==> src/design/lpg_pkg.sv <==
// Package for the line pixel generator: shared command codes.
// No dependencies; used by line_pixel_generator.sv through scoped names.
package lpg_pkg;

    // Meaning of the one-bit kind that travels with each input transfer.
    typedef enum logic [0:0] {
        CMD_START = 1'b0,
        CMD_STEP  = 1'b1
    } cmd_t;

endpackage

==> src/design/line_pixel_generator.sv <==
// Top level of the line pixel generator, a Bresenham line rasterizer.
// Depends on lpg_pkg (command codes).
//
//  Channel | Direction | tdata fields, low bit first            | tuser / tlast
//  --------+-----------+----------------------------------------+-----------------
//  s_      | in        | start_x, start_y, end_x, end_y, pen_in | tuser = cmd
//  m_      | out       | pixel_x, pixel_y, pixel_pen            | tlast = last
//
// On each accepted transfer the line state registers feed short add and
// compare logic whose result is written back to the state and, for a step,
// into the output stage. Throughput is one transfer per clock while s_tready
// is high. A two-entry output stage (output register plus skid register) keeps
// s_tready high while the skid register is empty, so a stall on the master
// side drops s_tready only once both entries are full. Reset is synchronous on
// aresetn low and leaves the block idle with both output entries empty.
module line_pixel_generator #(
    parameter int COORD_WIDTH = 16,
    localparam int S_DATA_W = ((4 * COORD_WIDTH + 8 + 7) / 8) * 8,
    localparam int M_DATA_W = ((2 * COORD_WIDTH + 8 + 7) / 8) * 8
) (
    input  logic                aclk,
    input  logic                aresetn,
    // Input transfers.
    input  logic                s_tvalid,
    output logic                s_tready,
    // start_x, start_y, end_x, end_y (each COORD_WIDTH, signed), pen_in (8),
    // then zero fill.
    input  logic [S_DATA_W-1:0] s_tdata,
    // cmd (1): start or step.
    input  logic [0:0]          s_tuser,
    // Result transfers.
    output logic                m_tvalid,
    input  logic                m_tready,
    // pixel_x, pixel_y (each COORD_WIDTH, signed), pixel_pen (8), then zero fill.
    output logic [M_DATA_W-1:0] m_tdata,
    output logic                m_tlast
);

    localparam int CW  = COORD_WIDTH;
    localparam int EW  = CW + 2;   // error term width
    localparam int PAD = M_DATA_W - (2 * CW + 8);

    // Input fields.
    logic signed [CW-1:0] in_start_x;
    logic signed [CW-1:0] in_start_y;
    logic signed [CW-1:0] in_end_x;
    logic signed [CW-1:0] in_end_y;
    logic [7:0]           in_pen;

    assign in_start_x = s_tdata[CW-1:0];
    assign in_start_y = s_tdata[2*CW-1:CW];
    assign in_end_x   = s_tdata[3*CW-1:2*CW];
    assign in_end_y   = s_tdata[4*CW-1:3*CW];
    assign in_pen     = s_tdata[4*CW+7:4*CW];

    // Line state.
    logic                 busy_reg, busy_next;
    logic signed [CW-1:0] cur_x_reg, cur_x_next;
    logic signed [CW-1:0] cur_y_reg, cur_y_next;
    logic signed [CW-1:0] target_x_reg, target_x_next;
    logic signed [CW-1:0] target_y_reg, target_y_next;
    logic [CW-1:0]        delta_x_reg, delta_x_next;
    logic [CW-1:0]        delta_y_reg, delta_y_next;
    logic                 x_dir_neg_reg, x_dir_neg_next;
    logic                 y_dir_neg_reg, y_dir_neg_next;
    logic signed [EW-1:0] error_term_reg, error_term_next;
    logic [7:0]           line_pen_reg, line_pen_next;

    // Output stage.
    logic                out_valid_reg, out_valid_next;
    logic [M_DATA_W-1:0] out_data_reg, out_data_next;
    logic                out_last_reg, out_last_next;
    logic                skid_valid_reg, skid_valid_next;
    logic [M_DATA_W-1:0] skid_data_reg, skid_data_next;
    logic                skid_last_reg, skid_last_next;

    logic in_fire;
    logic is_step;
    logic emit;
    logic out_fire;
    logic at_end;

    assign s_tready = ~skid_valid_reg;
    assign in_fire  = s_tvalid & s_tready;
    assign is_step  = (s_tuser == lpg_pkg::CMD_STEP);
    assign emit     = in_fire & is_step & busy_reg;
    assign out_fire = out_valid_reg & m_tready;
    assign at_end   = (cur_x_reg == target_x_reg) && (cur_y_reg == target_y_reg);

    // Start: spans, directions and the initial error term.
    logic signed [CW:0]   diff_x, diff_y;
    logic [CW:0]          abs_x, abs_y;
    logic signed [EW-1:0] err_start;

    always_comb begin
        diff_x    = $signed({in_end_x[CW-1], in_end_x})
                  - $signed({in_start_x[CW-1], in_start_x});
        diff_y    = $signed({in_end_y[CW-1], in_end_y})
                  - $signed({in_start_y[CW-1], in_start_y});
        abs_x     = diff_x[CW] ? (~diff_x + 1'b1) : diff_x;
        abs_y     = diff_y[CW] ? (~diff_y + 1'b1) : diff_y;
        err_start = $signed({2'b00, abs_x[CW-1:0]}) - $signed({2'b00, abs_y[CW-1:0]});
    end

    // Step: one Bresenham move. Doubling the error needs one extra bit.
    logic signed [EW:0] e2, err_wide, dx_ext, dy_ext, neg_dy, err_sum;
    logic               move_x, move_y;

    always_comb begin
        e2       = $signed({error_term_reg, 1'b0});
        err_wide = $signed({error_term_reg[EW-1], error_term_reg});
        dx_ext   = $signed({3'b000, delta_x_reg});
        dy_ext   = $signed({3'b000, delta_y_reg});
        neg_dy   = -dy_ext;
        move_x   = e2 > neg_dy;
        move_y   = e2 < dx_ext;
        err_sum  = err_wide - (move_x ? dy_ext : '0) + (move_y ? dx_ext : '0);
    end

    always_comb begin
        busy_next       = busy_reg;
        cur_x_next      = cur_x_reg;
        cur_y_next      = cur_y_reg;
        target_x_next   = target_x_reg;
        target_y_next   = target_y_reg;
        delta_x_next    = delta_x_reg;
        delta_y_next    = delta_y_reg;
        x_dir_neg_next  = x_dir_neg_reg;
        y_dir_neg_next  = y_dir_neg_reg;
        error_term_next = error_term_reg;
        line_pen_next   = line_pen_reg;
        if (in_fire && !is_step) begin
            // A start replaces whatever line is in progress.
            busy_next       = 1'b1;
            cur_x_next      = in_start_x;
            cur_y_next      = in_start_y;
            target_x_next   = in_end_x;
            target_y_next   = in_end_y;
            delta_x_next    = abs_x[CW-1:0];
            delta_y_next    = abs_y[CW-1:0];
            x_dir_neg_next  = diff_x[CW] || (diff_x == '0);
            y_dir_neg_next  = diff_y[CW] || (diff_y == '0);
            error_term_next = err_start;
            line_pen_next   = in_pen;
        end else if (emit) begin
            if (at_end) begin
                busy_next = 1'b0;
            end else begin
                error_term_next = err_sum[EW-1:0];
                if (move_x) begin
                    cur_x_next = cur_x_reg + (x_dir_neg_reg ? {CW{1'b1}} : CW'(1));
                end
                if (move_y) begin
                    cur_y_next = cur_y_reg + (y_dir_neg_reg ? {CW{1'b1}} : CW'(1));
                end
            end
        end
    end

    // Output stage: a new pixel goes to the output register when it is free or
    // being taken, otherwise into the skid register.
    logic [M_DATA_W-1:0] pixel_word;

    assign pixel_word = {{PAD{1'b0}}, line_pen_reg, cur_y_reg, cur_x_reg};

    always_comb begin
        out_valid_next  = out_valid_reg;
        out_data_next   = out_data_reg;
        out_last_next   = out_last_reg;
        skid_valid_next = skid_valid_reg;
        skid_data_next  = skid_data_reg;
        skid_last_next  = skid_last_reg;
        if (out_fire || !out_valid_reg) begin
            if (skid_valid_reg) begin
                out_valid_next  = 1'b1;
                out_data_next   = skid_data_reg;
                out_last_next   = skid_last_reg;
                skid_valid_next = 1'b0;
            end else if (emit) begin
                out_valid_next = 1'b1;
                out_data_next  = pixel_word;
                out_last_next  = at_end;
            end else begin
                out_valid_next = 1'b0;
            end
        end else if (emit) begin
            skid_valid_next = 1'b1;
            skid_data_next  = pixel_word;
            skid_last_next  = at_end;
        end
    end

    always_ff @(posedge aclk) begin
        if (!aresetn) begin
            busy_reg       <= 1'b0;
            out_valid_reg  <= 1'b0;
            skid_valid_reg <= 1'b0;
        end else begin
            busy_reg       <= busy_next;
            out_valid_reg  <= out_valid_next;
            skid_valid_reg <= skid_valid_next;
        end
    end

    always_ff @(posedge aclk) begin
        cur_x_reg      <= cur_x_next;
        cur_y_reg      <= cur_y_next;
        target_x_reg   <= target_x_next;
        target_y_reg   <= target_y_next;
        delta_x_reg    <= delta_x_next;
        delta_y_reg    <= delta_y_next;
        x_dir_neg_reg  <= x_dir_neg_next;
        y_dir_neg_reg  <= y_dir_neg_next;
        error_term_reg <= error_term_next;
        line_pen_reg   <= line_pen_next;
        out_data_reg   <= out_data_next;
        out_last_reg   <= out_last_next;
        skid_data_reg  <= skid_data_next;
        skid_last_reg  <= skid_last_next;
    end

    assign m_tvalid = out_valid_reg;
    assign m_tdata  = out_data_reg;
    assign m_tlast  = out_last_reg;

`ifndef NO_ASSERTIONS
    // The skid entry only fills behind a waiting output entry.
    assert property (@(posedge aclk) disable iff (!aresetn)
        skid_valid_reg |-> out_valid_reg)
        else $error("skid entry holds a pixel while the output entry is empty");

    // Emitting the end point finishes the line.
    assert property (@(posedge aclk) disable iff (!aresetn)
        emit && at_end |=> !busy_reg)
        else $error("line still busy after its end point was emitted");

    // A pixel marked last is always the line's end point.
    assert property (@(posedge aclk) disable iff (!aresetn)
        emit |=> (skid_valid_reg ? skid_last_reg : out_last_reg) == $past(at_end))
        else $error("last flag does not match the end point test");
`endif

endmodule
==> config.mk <==
export PLATFORM = sky130hd
export DESIGN_NAME = line_pixel_generator
export DESIGN_NICKNAME = d
export VERILOG_FILES = /design/src/design/lpg_pkg.sv /design/src/design/line_pixel_generator.sv
export SDC_FILE = /design/constraint.sdc
export NUM_CORES = 1
export LEC_CHECK = 0
export CORE_MARGIN = 1.5
export CORE_UTILIZATION = 45
export DETAILED_ROUTE_END_ITERATION = 6
export DONT_BUFFER_PORTS = 1
export HOLD_SLACK_MARGIN = 0.02
export PLACE_DENSITY = 0.69
export SLEW_MARGIN = 25
export SYNTH_ARGS = -nofsm -noshare
export SYNTH_HDL_FRONTEND = slang
export SYNTH_SLANG_ARGS = --single-unit
==> constraint.sdc <==
create_clock -name aclk -period 7.6 [get_ports aclk]
set_input_delay 1.14 -clock aclk [delete_from_list [all_inputs] [get_ports aclk]]
set_output_delay 1.14 -clock aclk [all_outputs]
set_load 0.005 [all_outputs]
Word level (Yosys, flattened, before mapping)
Cells that the tools add are included.
{"block": "totals", "ff_bits": 209, "input_bits": 77, "wordCells": 88}
{"block": "op_classes", "n_addsub": 10, "n_lt_le_gt_ge": 2, "eq_ne": 3, "muxes": 26, "n_bitwise": 9, "n_reduce_logical": 21}
{"operator": "$mux W16", "n": 14}
{"operator": "$mux W40", "n": 2}
{"operator": "$mux W18", "n": 3}
{"operator": "$sub A16 B16 Y17", "n": 3}
{"operator": "$logic_not A17 Y1", "n": 2}
{"operator": "$add A16 B1 Y16 const B", "n": 2}
{"operator": "$add A16 B16 Y16", "n": 2}
{"operator": "$eq A16 B16 Y1", "n": 2}
{"operator": "$not A16 Y16", "n": 2}
{"operator": "$gt A19 B19 Y1", "n": 1}
{"operator": "$lt A19 B17 Y1", "n": 1}
{"operator": "$neg A16 Y19", "n": 1}
{"operator": "$add A18 B16 Y18", "n": 1}
{"operator": "$sub A18 B17 Y18", "n": 1}
{"operator": "$reduce_bool A2 Y1", "n": 5}
{"operator": "$reduce_and A2 Y1", "n": 4}
{"operator": "$mux W1", "n": 7}
{"operator": "$reduce_and A3 Y1", "n": 2}
{"operator": "$and A1 B1 Y1", "n": 4}
{"operator": "$logic_or A1 B1 Y1", "n": 3}
{"operator": "$not A1 Y1", "n": 3}
{"operator": "$logic_and A1 B1 Y1", "n": 2}
{"operator": "$logic_not A1 Y1", "n": 2}
{"operator": "$ne A2 B1 Y1 const B", "n": 1}
{"operator": "$reduce_or A2 Y1", "n": 1}

Longest topological paths before layout
{"block": "logic_depth", "ltp_word": 8, "ltp_mapped": 28, "mapped_depth_nobuf": 28}

Worst setup path before layout
No wires, ideal clock.
{"block": "synth_timing", "path_kind": "input -> register", "startpoint": "in s_tdata[48]", "endpoint": "reg error_term_reg[15], data pin", "setup_time_ns": 0.268, "arrival_time_ns": 5.471, "t_required_ns": 7.332, "slack_ns": 1.861, "stages": 23, "n_path_buf": 0, "cell_sequence": "inv_1 -> ha_1 -> inv_1 -> fa_1 -> a211oi_2 -> o21ai_2 -> a41oi_2 -> o21ai_1 -> nand4_1 -> nand3_1 -> o31ai_2 -> nand2_1 -> a21boi_0 -> ha_1 -> nor2b_1 -> o21a_1 -> o21ai_0 -> a211oi_1 -> o31ai_1 -> o2111ai_1 -> a21oi_1 -> xor2_1 -> o21ai_0"}
{"block": "synth_via", "elab_chain_len": 6}
{"item": "start: declaration", "line": "line_pixel_generator.sv:28", "text": "input logic [S_DATA_W-1:0] s_tdata,"}
{"item": "$sub A16 B16 Y17 (*)", "line": "line_pixel_generator.sv:99", "text": "- $signed({in_start_y[CW-1], in_start_y});"}
{"item": "$not A16 Y16", "line": "line_pixel_generator.sv:101", "text": "abs_y = diff_y[CW] ? (~diff_y + 1'b1) : diff_y;"}
{"item": "$add A16 B1 Y16", "line": "line_pixel_generator.sv:101"}
{"item": "$mux W16 (*)", "line": "line_pixel_generator.sv:101"}
{"item": "$sub A16 B16 Y17 (*)", "line": "line_pixel_generator.sv:102", "text": "err_start = $signed({2'b00, abs_x[CW-1:0]}) - $signed({2'b00, abs_y[CW-1:0]});"}
{"item": "$mux W18 (*)", "line": "line_pixel_generator.sv:132", "text": "if (in_fire && !is_step) begin"}
{"item": "named net error_term_next[15]", "line": "line_pixel_generator.sv:66", "text": "logic signed [EW-1:0] error_term_reg, error_term_next;"}
{"item": "end signal: assignment", "line": "line_pixel_generator.sv:214", "text": "error_term_reg <= error_term_next;"}
{"item": "end: declaration", "line": "line_pixel_generator.sv:66"}
The timed path passes the listed nets; every way through them passes the cells marked *.
A chain may end at the register's enable or synchronous reset.

Worst setup path after layout
{"block": "layout_timing", "startpoint": "reg delta_y_reg[4]", "endpoint": "reg error_term_reg[15], data pin"}
{"block": "layout_via", "elab_chain_len": 8}
{"item": "start: declaration", "line": "line_pixel_generator.sv:63", "text": "logic [CW-1:0] delta_y_reg, delta_y_next;"}
{"item": "start signal: assignment", "line": "line_pixel_generator.sv:211", "text": "delta_y_reg <= delta_y_next;"}
{"item": "$neg A16 Y19", "line": "line_pixel_generator.sv:114", "text": "neg_dy = -dy_ext;"}
{"item": "$gt A19 B19 Y1", "line": "line_pixel_generator.sv:115", "text": "move_x = e2 > neg_dy;"}
{"item": "$mux W16 (*)", "line": "line_pixel_generator.sv:117", "text": "err_sum = err_wide - (move_x ? dy_ext : '0) + (move_y ? dx_ext : '0);"}
{"item": "$sub A18 B17 Y18 (*)", "line": "line_pixel_generator.sv:117"}
{"item": "$add A18 B16 Y18 (*)", "line": "line_pixel_generator.sv:117"}
{"item": "$mux W18 (*)", "line": "line_pixel_generator.sv:146", "text": "if (at_end) begin"}
{"item": "$mux W18 (*)", "line": "line_pixel_generator.sv:145", "text": "end else if (emit) begin"}
{"item": "$mux W18 (*)", "line": "line_pixel_generator.sv:132"}
{"item": "named net error_term_next[15]", "line": "line_pixel_generator.sv:66"}
The timed path passes the listed nets; every way through them passes the cells marked *. The select of a mux whose other input is x is not followed.

==> metrics.txt <==
# TYPE chip_impl_metric gauge
chip_impl_metric{name="worst_skew_pair_later_pin_latency",unit="ns"} 0.52
chip_impl_metric{name="ys_async_sr_fraction",unit="%"} 0
chip_impl_metric{name="coreArea",unit="µm²"} 31600
chip_impl_metric{name="slew_violations",unit=""} 0
chip_impl_metric{name="postCtsSetupBuffers",unit=""} 0
chip_impl_metric{name="clockBufferDepth",unit=""} 3
chip_impl_metric{name="syn2layout_area_growth",unit="%"} 9.11
chip_impl_metric{name="switching_share",unit="%"} 38.8
chip_impl_metric{name="htree_levels",unit=""} 1
chip_impl_metric{name="holdBufCountCts",unit=""} 0
chip_impl_metric{name="minimum_period_implied_by_the_final_worst_setup_slack",unit="ns"} 6.37
chip_impl_metric{name="max-cap-violations",unit=""} 0
chip_impl_metric{name="number_of_drc_violations_after_detailed_routing",unit=""} 0
chip_impl_info{name="setup.worst_path.end_class",value="flop"} 1
chip_impl_info{name="worstSetupPathType",value="reg2reg"} 1
chip_impl_metric{name="max_freq",unit="GHz"} 0.157
chip_impl_metric{name="drt_first_iter_violations",unit=""} 847
chip_impl_metric{name="finalHoldViolCount",unit=""} 0
chip_impl_metric{name="die_footprint",unit="µm²"} 33300
chip_impl_metric{name="grt_util_met1",unit="%"} 28.5
chip_impl_metric{name="detailroute.via_count",unit=""} 10401
chip_impl_metric{name="num_rows",unit=""} 65
chip_impl_metric{name="totalNegativeSetupSlack",unit="ns"} 0
chip_impl_metric{name="synth_edf_count",unit=""} 206
chip_impl_metric{name="ys_seq_area_share",unit="%"} 43.1
chip_impl_metric{name="clock-skew-final",unit="ns"} 0.0138
chip_impl_info{name="global_route.peak_usage_layer",value="met2"} 1
chip_impl_metric{name="grtUsageMet3",unit="%"} 3.51
chip_impl_metric{name="count_of_yosys_warnings_during_synthesis",unit=""} 0
chip_impl_metric{name="static-leakage-power",unit="nW"} 6.42
chip_impl_info{name="synth_flop_cell",value="sky130_fd_sc_hd__edfxtp_1"} 1
chip_impl_metric{name="mappedNetlistArea",unit="µm²"} 14500
chip_impl_metric{name="timing.final.crit_share",unit="%"} 83.8
chip_impl_metric{name="die_width",unit="µm"} 182
chip_impl_info{name="timing.hold.worst.start",value="line_pen_reg[6]"} 1
chip_impl_metric{name="slew_headroom",unit="%"} 30.2
chip_impl_metric{name="pin_count_of_the_biggest_net_entering_global_routing",unit=""} 73
chip_impl_metric{name="drtPass1Iterations",unit=""} 5
chip_impl_metric{name="power.share.sequential",unit="%"} 28.3
chip_impl_metric{name="share_comb_of_total_power",unit="%"} 51.1
chip_impl_metric{name="finalWirelength",unit="mm"} 34.7
chip_impl_info{name="crit_path_top_delay_cell",value="sky130_fd_sc_hd__or4_1"} 1
chip_impl_metric{name="totalPowerFinal",unit="mW"} 5.90
chip_impl_metric{name="routedWlPerCell",unit="µm"} 19.3
chip_impl_metric{name="critPathRequiredTime",unit="ns"} 7.82
chip_impl_metric{name="timing_worst_slew_pin_value",unit="ns"} 1.04
chip_impl_metric{name="cts_sinks",unit=""} 209
chip_impl_info{name="crit_family",value="compound AO/OA/AOI/OAI gates"} 1
chip_impl_metric{name="initial_utilization",unit="%"} 45.8
chip_impl_metric{name="globalRouteOverflowTotal",unit=""} 0
chip_impl_info{name="r2r_start",value="delta_y_reg[4]"} 1
chip_impl_metric{name="vias_per_cell",unit=""} 5.77
chip_impl_info{name="timing.critical_path.from",value="delta_y_reg[4]"} 1
chip_impl_metric{name="first_global_vias",unit=""} 10172
chip_impl_metric{name="timing.critical_path.arrival",unit="ns"} 6.59
chip_impl_metric{name="cts-resized-gates",unit=""} 0
chip_impl_metric{name="final_weighted_congestion_in_routability_driven_placement",unit=""} 0.924
chip_impl_metric{name="finish.net_count",unit=""} 1615
chip_impl_metric{name="drt.antenna.violating_nets",unit=""} 0
chip_impl_info{name="cts_tree",value="built"} 1
chip_impl_info{name="clock_tree.root_cell",value="sky130_fd_sc_hd__clkbuf_16"} 1
chip_impl_metric{name="finalSetupViolations",unit=""} 0
chip_impl_metric{name="clkTransAtPathRegs",unit="ns"} 0.06
chip_impl_metric{name="buffer_ports.inserted",unit=""} 0
chip_impl_metric{name="internal_cell_power",unit="mW"} 3.61
chip_impl_metric{name="global_route_wire_length_before_repair",unit="mm"} 55.1
chip_impl_metric{name="die-height",unit="µm"} 182
chip_impl_info{name="worst_setup_path_start_kind",value="flop"} 1
chip_impl_metric{name="antenna-diode-count",unit=""} 0
chip_impl_metric{name="io-pin-count",unit=""} 120
chip_impl_metric{name="post-dp-hpwl",unit="mm"} 27.0
chip_impl_metric{name="netlist-cell-type-count",unit=""} 66
chip_impl_metric{name="tritoncts.num_buffers",unit=""} 23
chip_impl_info{name="synth.most_common_cell",value="sky130_fd_sc_hd__edfxtp_1"} 1
chip_impl_info{name="post-synth-top-area-cell",value="sky130_fd_sc_hd__edfxtp_1"} 1
chip_impl_metric{name="grtUsageMet2",unit="%"} 35.0
chip_impl_metric{name="worstPathMaxFanout",unit=""} 15
chip_impl_metric{name="synthCells",unit=""} 1380
chip_impl_metric{name="net-switching-power",unit="mW"} 2.29
chip_impl_metric{name="clock_power_share",unit="%"} 20.6
chip_impl_metric{name="slowest_delay",unit="ns"} 0.58
chip_impl_metric{name="final_layout_size_suffix_gt1_share",unit="%"} 7.85
chip_impl_metric{name="synth_top_area_share",unit="%"} 42.7
chip_impl_metric{name="syn-mean-instance-area",unit="µm²"} 10.5
chip_impl_info{name="list_of_most_frequent_post_synthesis_cells",value="sky130_fd_sc_hd__edfxtp_1, sky130_fd_sc_hd__inv_1, sky130_fd_sc_hd__ha_1, sky130_fd_sc_hd__xnor2_1, sky130_fd_sc_hd__a21oi_1"} 1
chip_impl_metric{name="grtUsageTotal",unit="%"} 20.9
chip_impl_metric{name="seq_cells_post_synth",unit=""} 209
chip_impl_info{name="grt_setup_unrepaired",value="no"} 1
chip_impl_metric{name="grt_antenna_before_repair",unit=""} 0
chip_impl_info{name="min_path_type",value="reg2reg"} 1
chip_impl_metric{name="layout.core_utilization",unit="%"} 50.0
chip_impl_metric{name="vdd_drop_max",unit="µV"} 239
chip_impl_info{name="top_area_cells_in_the_synthesized_netlist",value="sky130_fd_sc_hd__edfxtp_1, sky130_fd_sc_hd__ha_1, sky130_fd_sc_hd__xnor2_1"} 1
chip_impl_info{name="result_of_the_run",value="complete, no violations"} 1
chip_impl_metric{name="timing.critical_path.buf_inv",unit=""} 1
chip_impl_metric{name="syn_nets",unit=""} 1609
chip_impl_metric{name="power.density_cell_area",unit="nW/µm²"} 373
## path summary, 6_finish.rpt
path,to,slack [ns],cells after the start
worst min register to register,skid_data_reg[38],0.45,0
worst max-delay path,error_term_reg[15],1.23,26
worst max register to register,error_term_reg[15],1.23,26
worst min-delay path,skid_data_reg[38],0.45,0
## per-stage QoR
stage | area [µm²] | instances | hold WS, ns | setup WS, ns
6_report | 15800 | 1804 | 0.448 | 1.23
5_1_grt | 15800 | 1804 | 0.461 | 0.793
4_1_cts | 15800 | 1804 | 0.450 | 1.16
3_5_place_dp | 15000 | 1763 | 0.436 | 1.11
3_3_place_gp | 15000 | 1762 | 0.430 | 1.29
2_1_floorplan | 14500 | 1380 | 0.422 | 1.86
## layer usage
| metal | vias up | wire length [µm] |
|---|---|---|
| li1 | 5004 | - |
| met1 | 5073 | 15700 |
| met2 | 270 | 16300 |
| met3 | 54 | 2060 |
| met4 | 0 | 750 |
| met5 | - | 0 |
## power groups by stage
stage          Combinational, mW  Sequential, mW  Clock (mW)
5_1_grt                     3.40            1.68        1.27
2_1_floorplan               2.38            1.62           0
3_3_place_gp                2.89            1.69           0
6_report                    3.01            1.67        1.22
4_1_cts                     2.99            1.67        1.23
3_5_place_dp                2.97            1.69           0
## cells in the final DEF (no fill, tap or decap), types with 4 or more instances in the layout
master,n
sky130_fd_sc_hd__buf_4,6
sky130_fd_sc_hd__nand2b_1,14
sky130_fd_sc_hd__or3_1,9
sky130_fd_sc_hd__o21bai_1,4
sky130_fd_sc_hd__o31ai_1,10
sky130_fd_sc_hd__xnor2_1,101
sky130_fd_sc_hd__a21boi_0,9
sky130_fd_sc_hd__ha_1,131
sky130_fd_sc_hd__nor2b_1,16
sky130_fd_sc_hd__o2111ai_1,5
sky130_fd_sc_hd__nor2_1,91
sky130_fd_sc_hd__nor3_1,28
sky130_fd_sc_hd__inv_1,135
sky130_fd_sc_hd__and3_1,26
sky130_fd_sc_hd__nand3_1,24
sky130_fd_sc_hd__a31oi_1,9
sky130_fd_sc_hd__clkbuf_16,23
sky130_fd_sc_hd__nand4_1,17
sky130_fd_sc_hd__o211a_1,4
sky130_fd_sc_hd__o31a_1,4
sky130_fd_sc_hd__bufinv_16,5
sky130_fd_sc_hd__o21a_1,20
sky130_fd_sc_hd__a21oi_1,92
sky130_fd_sc_hd__nor4_1,8
sky130_fd_sc_hd__fa_1,21
sky130_fd_sc_hd__xor2_1,58
sky130_fd_sc_hd__o21ai_0,62
sky130_fd_sc_hd__a21o_1,36
sky130_fd_sc_hd__a211oi_1,14
sky130_fd_sc_hd__mux2_2,38
sky130_fd_sc_hd__or2_2,8
sky130_fd_sc_hd__edfxtp_1,206
sky130_fd_sc_hd__and2_1,7
sky130_fd_sc_hd__nand2_1,82
sky130_fd_sc_hd__o41ai_1,6
sky130_fd_sc_hd__a31o_2,5
## final cells by class
class / count / area, µm²
Fill cell: 2801 / 15800
Clock buffer: 29 / 628
Tap cell: 402 / 503
Timing Repair Buffer: 7 / 72.6
Clock inverter: 12 / 193
Multi-Input combinational cell: 1009 / 7660
Sequential cell: 209 / 6250
Inverter: 136 / 513
## kinds of logic (layout without fill, tap and decap cells)
group / count (synthesis) / count (layout) / share of synthesized area [%]
flops: 209 / 209 / 43.1
compound gates: 310 / 310 / 13.9
simple gates: 346 / 346 / 11.7
fa+ha+maj: 152 / 152 / 14.2
mux: 41 / 41 / 3.16
buf+inv: 162 / 184 / 4.19
xor+xnor: 160 / 160 / 9.72
Note: power is estimated with default switching activity, not from simulation.
